===== src/rtl/mlkcp_pkg.sv =====
package mlkcp_pkg;

  localparam int KYBER_Q = 3329;
  localparam int HALF_Q = 1664;
  localparam int DEF_COEFFS_PER_POLY = 256;

  localparam int COEF_W = 16;
  localparam int RED_W = 12;
  localparam int VAL_W = 11;
  localparam int NUM_W = 23;
  localparam int COMP_SHIFT = 35;
  localparam int RECIP_W = 24;
  localparam int QUOT_W = 12;
  localparam int ACC_W = 18;

  localparam logic [RECIP_W-1:0] COMP_RECIP =
    RECIP_W'(((longint'(1) << COMP_SHIFT) + longint'(KYBER_Q) - 1) / longint'(KYBER_Q));

  typedef enum logic [1:0] {
    MODE_D4  = 2'd0,
    MODE_D5  = 2'd1,
    MODE_D10 = 2'd2,
    MODE_D11 = 2'd3
  } mode_t;

  typedef logic [RED_W-1:0] red_tbl_t [256];

  function automatic logic [3:0] width_of_mode(input mode_t mode);
    logic [3:0] d;
    unique case (mode)
      MODE_D4:  d = 4'd4;
      MODE_D5:  d = 4'd5;
      MODE_D10: d = 4'd10;
      MODE_D11: d = 4'd11;
    endcase
    return d;
  endfunction

  // Entry i holds (signed upper byte i times 256) modulo q, in 0..q-1.
  function automatic red_tbl_t red_tbl_init();
    red_tbl_t t;
    int v;
    for (int i = 0; i < 256; i++) begin
      v = ((i < 128) ? i : i - 256) * 256;
      v = v % KYBER_Q;
      if (v < 0) begin
        v = v + KYBER_Q;
      end
      t[i] = RED_W'(v);
    end
    return t;
  endfunction

  localparam red_tbl_t RED_TBL = red_tbl_init();

endpackage


===== src/rtl/mlkem_coeff_compress_pack.sv =====
// ML-KEM coefficient compressor and byte packer. Each transfer on the input
// channel carries one signed coefficient, which is reduced modulo 3329,
// compressed to d bits (d set by cfg_wr_data: 4, 5, 10 or 11) and appended
// LSB first to a bit accumulator; every full byte leaves on the output
// channel, with out_last_byte set on the final byte of each polynomial. A
// coefficient passes four register stages (input, reduction, compression,
// output buffer), and a new coefficient can be taken every cycle while
// in_stall is low. The output channel moves one byte per cycle while
// out_stall is low, and packing waits until the output buffer is empty or
// sends its last byte: d = 4 and 5 run at one coefficient per cycle without
// output stalls, d = 10 and 11 give up to two bytes per coefficient (d/8 on
// average). Write cfg only while the block holds no coefficient.
module mlkem_coeff_compress_pack
  import mlkcp_pkg::*;
#(
  parameter int COEFFS_PER_POLY = DEF_COEFFS_PER_POLY
) (
  input  logic                     clk,
  input  logic                     rst_n,
  input  logic                     cfg_wr_en,
  input  logic [1:0]               cfg_wr_data,
  input  logic                     in_valid,
  output logic                     in_stall,
  input  logic signed [COEF_W-1:0] in_coefficient,
  output logic                     out_valid,
  input  logic                     out_stall,
  output logic [7:0]               out_packed_byte,
  output logic                     out_last_byte
);

  localparam int IDX_W = (COEFFS_PER_POLY > 1) ? $clog2(COEFFS_PER_POLY) : 1;
  localparam logic [IDX_W-1:0] IDX_LAST = IDX_W'(COEFFS_PER_POLY - 1);

  mode_t                bits_mode_r;
  logic                 s0_v_r;
  logic [COEF_W-1:0]    coef_r;
  logic                 s1_v_r;
  logic [RED_W-1:0]     red_r;
  logic [RED_W-1:0]     red_nxt;
  logic                 s2_v_r;
  logic [VAL_W-1:0]     val_r;
  logic [VAL_W-1:0]     val_nxt;
  logic [6:0]           pend_bits_r;
  logic [6:0]           pend_bits_nxt;
  logic [2:0]           pend_cnt_r;
  logic [IDX_W-1:0]     idx_r;
  logic [IDX_W-1:0]     idx_nxt;
  logic [7:0]           ob0_r;
  logic [7:0]           ob1_r;
  logic                 ol0_r;
  logic                 ol1_r;
  logic [1:0]           ocnt_r;

  logic                 s0_ready;
  logic                 s1_ready;
  logic                 s2_ready;
  logic                 pk_ready;
  logic                 pk_load;
  logic                 in_xfer;
  logic                 out_xfer;
  logic [3:0]           d;
  logic [RED_W:0]       red_sum;
  logic [NUM_W-1:0]     num;
  logic [NUM_W+RECIP_W-1:0] prod;
  logic [QUOT_W-1:0]    quot;
  logic [VAL_W-1:0]     val_mask;
  logic [ACC_W-1:0]     acc;
  logic [4:0]           cnt_sum;
  logic [1:0]           pk_nbytes;
  logic                 final_coeff;

  assign d = width_of_mode(bits_mode_r);

  assign out_xfer = out_valid && !out_stall;
  assign pk_ready = (ocnt_r == 2'd0) || ((ocnt_r == 2'd1) && out_xfer);
  assign pk_load = s2_v_r && pk_ready;
  assign s2_ready = !s2_v_r || pk_ready;
  assign s1_ready = !s1_v_r || s2_ready;
  assign s0_ready = !s0_v_r || s1_ready;
  assign in_stall = !s0_ready;
  assign in_xfer = in_valid && s0_ready;

  // Signed upper byte through the table, unsigned lower byte added after.
  always_comb begin
    red_sum = {1'b0, RED_TBL[coef_r[15:8]]} + (RED_W+1)'(coef_r[7:0]);
    if (red_sum >= (RED_W+1)'(KYBER_Q)) begin
      red_nxt = RED_W'(red_sum - (RED_W+1)'(KYBER_Q));
    end else begin
      red_nxt = red_sum[RED_W-1:0];
    end
  end

  // Rounded quotient by q via the reciprocal; exact for every numerator below 2^23.
  always_comb begin
    num = (NUM_W'(red_r) << d) + NUM_W'(HALF_Q);
    prod = (NUM_W+RECIP_W)'(num) * (NUM_W+RECIP_W)'(COMP_RECIP);
    quot = prod[COMP_SHIFT +: QUOT_W];
    val_mask = (VAL_W'(1) << d) - VAL_W'(1);
    val_nxt = quot[VAL_W-1:0] & val_mask;
  end

  always_comb begin
    acc = ACC_W'(pend_bits_r) | (ACC_W'(val_r) << pend_cnt_r);
    cnt_sum = 5'(pend_cnt_r) + 5'(d);
    if (cnt_sum >= 5'd16) begin
      pk_nbytes = 2'd2;
      pend_bits_nxt = 7'(acc[17:16]);
    end else if (cnt_sum >= 5'd8) begin
      pk_nbytes = 2'd1;
      pend_bits_nxt = acc[14:8];
    end else begin
      pk_nbytes = 2'd0;
      pend_bits_nxt = acc[6:0];
    end
    final_coeff = (idx_r == IDX_LAST);
    idx_nxt = final_coeff ? '0 : idx_r + IDX_W'(1);
  end

  always_ff @(posedge clk) begin
    if (!rst_n) begin
      bits_mode_r <= MODE_D10;
    end else if (cfg_wr_en) begin
      bits_mode_r <= mode_t'(cfg_wr_data);
    end
  end

  always_ff @(posedge clk) begin
    if (!rst_n) begin
      s0_v_r <= 1'b0;
      s1_v_r <= 1'b0;
      s2_v_r <= 1'b0;
    end else begin
      if (s0_ready) begin
        s0_v_r <= in_valid;
      end
      if (s1_ready) begin
        s1_v_r <= s0_v_r;
      end
      if (s2_ready) begin
        s2_v_r <= s1_v_r;
      end
    end
  end

  always_ff @(posedge clk) begin
    if (in_xfer) begin
      coef_r <= in_coefficient;
    end
    if (s1_ready) begin
      red_r <= red_nxt;
    end
    if (s2_ready) begin
      val_r <= val_nxt;
    end
  end

  always_ff @(posedge clk) begin
    if (!rst_n) begin
      pend_bits_r <= '0;
      pend_cnt_r <= '0;
      idx_r <= '0;
    end else if (pk_load) begin
      pend_bits_r <= pend_bits_nxt;
      pend_cnt_r <= cnt_sum[2:0];
      idx_r <= idx_nxt;
    end
  end

  always_ff @(posedge clk) begin
    if (!rst_n) begin
      ocnt_r <= 2'd0;
    end else if (pk_load) begin
      ocnt_r <= pk_nbytes;
    end else if (out_xfer) begin
      ocnt_r <= ocnt_r - 2'd1;
    end
  end

  always_ff @(posedge clk) begin
    if (pk_load) begin
      ob0_r <= acc[7:0];
      ob1_r <= acc[15:8];
      ol0_r <= final_coeff && (pk_nbytes == 2'd1);
      ol1_r <= final_coeff;
    end else if (out_xfer) begin
      ob0_r <= ob1_r;
      ol0_r <= ol1_r;
    end
  end

  assign out_valid = (ocnt_r != 2'd0);
  assign out_packed_byte = ob0_r;
  assign out_last_byte = ol0_r;

`ifndef SYNTHESIS
  a_ocnt_range: assert property (@(posedge clk) disable iff (!rst_n)
    ocnt_r != 2'd3)
    else $error("output buffer count out of range");

  a_first_of_pair_not_last: assert property (@(posedge clk) disable iff (!rst_n)
    (ocnt_r == 2'd2) |-> !ol0_r)
    else $error("first byte of a pair marked as last");

  a_pair_loaded: assert property (@(posedge clk) disable iff (!rst_n)
    (pk_load && (pk_nbytes == 2'd2)) |=> (ocnt_r == 2'd2))
    else $error("two-byte load did not fill the output buffer");

  a_pending_clean: assert property (@(posedge clk) disable iff (!rst_n)
    (pend_bits_r >> pend_cnt_r) == 7'd0)
    else $error("pending bits above the pending count");

  a_reduced_range: assert property (@(posedge clk) disable iff (!rst_n)
    s1_v_r |-> (red_r < RED_W'(KYBER_Q)))
    else $error("reduced coefficient not below q");

  a_value_width: assert property (@(posedge clk) disable iff (!rst_n)
    s2_v_r |-> ((val_r >> d) == VAL_W'(0)))
    else $error("compressed value wider than d");
`endif

endmodule


===== config.mk =====
export PLATFORM = sky130hd
export DESIGN_NAME = mlkem_coeff_compress_pack
export DESIGN_NICKNAME = d
export VERILOG_FILES = /design/src/rtl/mlkcp_pkg.sv /design/src/rtl/mlkem_coeff_compress_pack.sv
export SDC_FILE = /design/constraint.sdc
export NUM_CORES = 1
export LEC_CHECK = 0
export BUFFER_PORTS_ARGS = -buffer_cell sky130_fd_sc_hd__buf_2
export CORE_UTILIZATION = 46
export DETAILED_ROUTE_END_ITERATION = 8
export GPL_TIMING_DRIVEN = 0
export HOLD_SLACK_MARGIN = 0.08
export MAX_ROUTING_LAYER = met4
export PLACE_DENSITY = 0.61
export SYNTH_ARGS = -nofsm -noshare
export SYNTH_HDL_FRONTEND = slang
export SYNTH_SLANG_ARGS = --single-unit

===== constraint.sdc =====
create_clock -name clk -period 8.4 [get_ports clk]
set_clock_uncertainty 0.1 [all_clocks]
set_input_delay 0.42 -clock clk [delete_from_list [all_inputs] [get_ports clk]]
set_output_delay 0.42 -clock clk [all_outputs]
set_load 0.005 [all_outputs]

==> impl_metrics.py <==
metrics = {
    "routing": {
        "num_vias": 12700,
        "routed_wl_um": 43800,
        "detail-route-antenna-nets": 0,
        "firstDrtPassIters": 4,
        "vias_per_cell": 5.46,
        "remaining_drc_errors": 0,
        "drt_iter0_markers": 793,
        "wire_per_inst_um": 18.8,
    },
    "critical_path": {
        "cp.required_ns": 8.38,
        "cp_num_cells": 31,
        "critPathMaxFanout": 5,
        "critPathMostFrequentCell": "fa_1",
        "cpPeakStageDelay_ns": 0.58,
        "critical_path_buf_inv_count": 8,
        "worstSetupEndpointType": "flop",
        "critical_path.top_delay_family": "adder cells",
        "start_kind": "flop",
        "slowest_stage": "fa_1",
        "critPathArrivalTime_ns": 8.38,
        "r2r_cells": 31,
        "crit_type": "flop to flop",
    },
    "yosys": {
        "ys_seq_area_share_pct": 13.6,
        "synth.distinct_cells": 84,
        "synth.cell_area_um2": 16300,
        "synth_enable_flop_cells": 57,
        "ys_warn_count": 0,
        "netlist_instances": 1733,
        "synth_fa_ha_area_share_pct": 44.6,
        "synth_top_flop_cell": "edfxtp_1",
        "synth-xor-area-share_pct": 4.74,
        "synthSimpleGateAreaFrac_pct": 10.3,
        "synth_area_leaders": "fa_1, ha_1, edfxtp_1, inv_1, dfxtp_1",
        "synthMuxAreaShare_pct": 3.81,
        "synth_top_family_by_area": "adder cells",
        "synth_top_area_cell": "fa_1",
        "ys_ff_latch": 82,
        "syn_area_per_cell_um2": 9.39,
        "synth_top_area_share_pct": 26.1,
        "synth_compound_area_share_pct": 13.3,
        "synthArstFlopShare_pct": 0,
    },
    "layout": {
        "area_growth_pct": 15.0,
        "drive_gt1_share_pct": 16.1,
        "final_nets": 2343,
        "finalInstanceArea_um2": 18700,
        "antenna_cells": 0,
    },
    "sta": {
        "period_needed_ns": 8.40,
        "period_share_pct": 100,
        "setup_slack_ns": -0.00316,
        "tightest_slew_ns": 1.10,
        "slew_viol_final": 0,
        "finalHoldViolations": 0,
        "fmax_ghz": 0.119,
        "rsz0062_at_grt": "yes",
        "finalSetupViolCount": 1,
        "worst_slew_margin_rel_pct": 26.6,
    },
    "global_route": {
        "track_usage_pct": 25.6,
        "antenna_found_initial": 0,
        "grt_pass1_wl_um": 69800,
        "gr-total-overflow": 0,
        "grt_max_degree": 19,
        "grt_pass1_vias": 13200,
    },
    "cts": {
        "postCtsHoldBufs": 0,
        "cts_sinks": 82,
        "numCtsBuffers": 9,
        "ctsHtreeMaxLevel": 3,
        "cts.clk_slew.worst_paths_ns": 0.06,
        "root_buffer": "clkbuf_16",
        "clock_latency_ns": 0.35,
        "cts_tree": "done",
        "cts.path.max_buffers": 2,
    },
    "die": {
        "dieArea_um2": 36100,
        "die_y_um": 190,
        "coreArea_um2": 34700,
        "dieWidth_um": 190,
        "io_pins": 34,
        "start_util_pct": 46.9,
        "row_count": 68,
    },
    "run": {
        "maxCapViolations": 0,
    },
    "outcome": {
        "outcome": "finished with violations",
        "violations": "setup timing",
    },
    "placed_design": {
        "dp_hpwl_um": 35700,
        "globalplace.congestion": 0.961,
        "portBuffers": 32,
        "dpl_cell_area_um2": 17100,
    },
    "hold_path": {
        "min_path_cells": 1,
        "hold_class": "input port to flop",
    },
}
## metal layers
metal | track usage, % | vias up | routed length, um
met4 | 7.20 | 0 | 1020
met1 | 33.7 | 6264 | 19900
met2 | 41.9 | 325 | 21200
met5 | - | - | 0
li1 | - | 6036 | -
met3 | 2.60 | 70 | 1700
## repair_timing
item	CTS	global route
endpoints found under the setup margin	11	9
endpoints found under the hold margin	0	0
resized for setup	68	81
gates cloned	1	0
buffers inserted	38	28
pin swaps	35	38
## cell type report
type                       count  area, um2
fill                        3174      16000
multi-input combinational   1274      13300
sequential                    82       2220
inverter                     351       1330
timing repair buffer          98        683
tap                          455        569
buffer                        51        273
clock buffer                  10        229
clock inverter                 6       72.6
## cells by family (layout without fill, tap and decap cells)
group	Yosys count	after routing
fa+ha+maj	453	453
buf+inv	405	516
simple gates	345	345
compound gates	310	310
xor+xnor	88	88
flops	82	82
mux	48	48
other cells	2	30
## final timing paths
kind                                        start              to  slack, ns
worst max register to register     bits_mode_r[0]        val_r[8]     -0.003
worst min-delay path            in_coefficient[6]       coef_r[6]       0.15
worst min register to register     pend_bits_r[3]  pend_bits_r[3]       0.34
worst max-delay path               bits_mode_r[0]        val_r[8]     -0.003
## registers in the layout (all words and copies together), names as in the netlist
signal,cells
coef_r,16
red_r,12
val_r,11
idx_r,8
ob1_r,8
out_packed_byte,8
pend_bits_r,7
pend_cnt_r,3
bits_mode_r,2
ocnt_r,2
ol1_r,1
out_last_byte,1
s0_v_r,1
s1_v_r,1
s2_v_r,1
## synthesized netlist by cell type (28+ instances only)
cell type / n
a21o_1: 28
a21oi_1: 74
edfxtp_1: 57
fa_1: 212
ha_1: 241
inv_1: 342
nand2_1: 111
nor2_1: 75
o21ai_0: 53
xnor2_1: 54
xor2_1: 34
## cells in the final DEF, fill, tap and decap left out, drive strengths merged, types with 10 or more instances in the layout
cell      n
inv     351
ha      241
fa      212
buf     125
nand2   111
nor2     78
a21oi    75
edfxtp   57
o21ai    55
xnor2    54
clkbuf   34
xor2     34
conb     30
a21o     28
mux2i    27
dfxtp    25
and2     23
nand3    22
nor2b    20
a211oi   20
nor3     19
nand2b   16
o211ai   15
and3     13
mux2     11
a31oi    11
mux4     10
or2      10
## per-stage QoR
step | worst slack (ns) | utilization, % | setup TNS, ns | instances | hold slack, ns
2_1_floorplan | 0.00331 | - | 0 | 1761 | 0.320
3_3_place_gp | -1.53 | 49.4 | -12.34 | 2248 | 0.333
3_5_place_dp | -1.58 | 49.4 | -12.66 | 2248 | 0.337
4_1_cts | -0.0113 | 52.2 | -0.0113 | 2300 | 0.133
5_1_grt | -0.268 | 53.9 | -1.44 | 2327 | 0.131
6_report | -0.00316 | 53.9 | -0.00316 | 2327 | 0.145
Power is not shown: default switching activity piles up to over one toggle a cycle in this logic, so the estimate is an artifact.
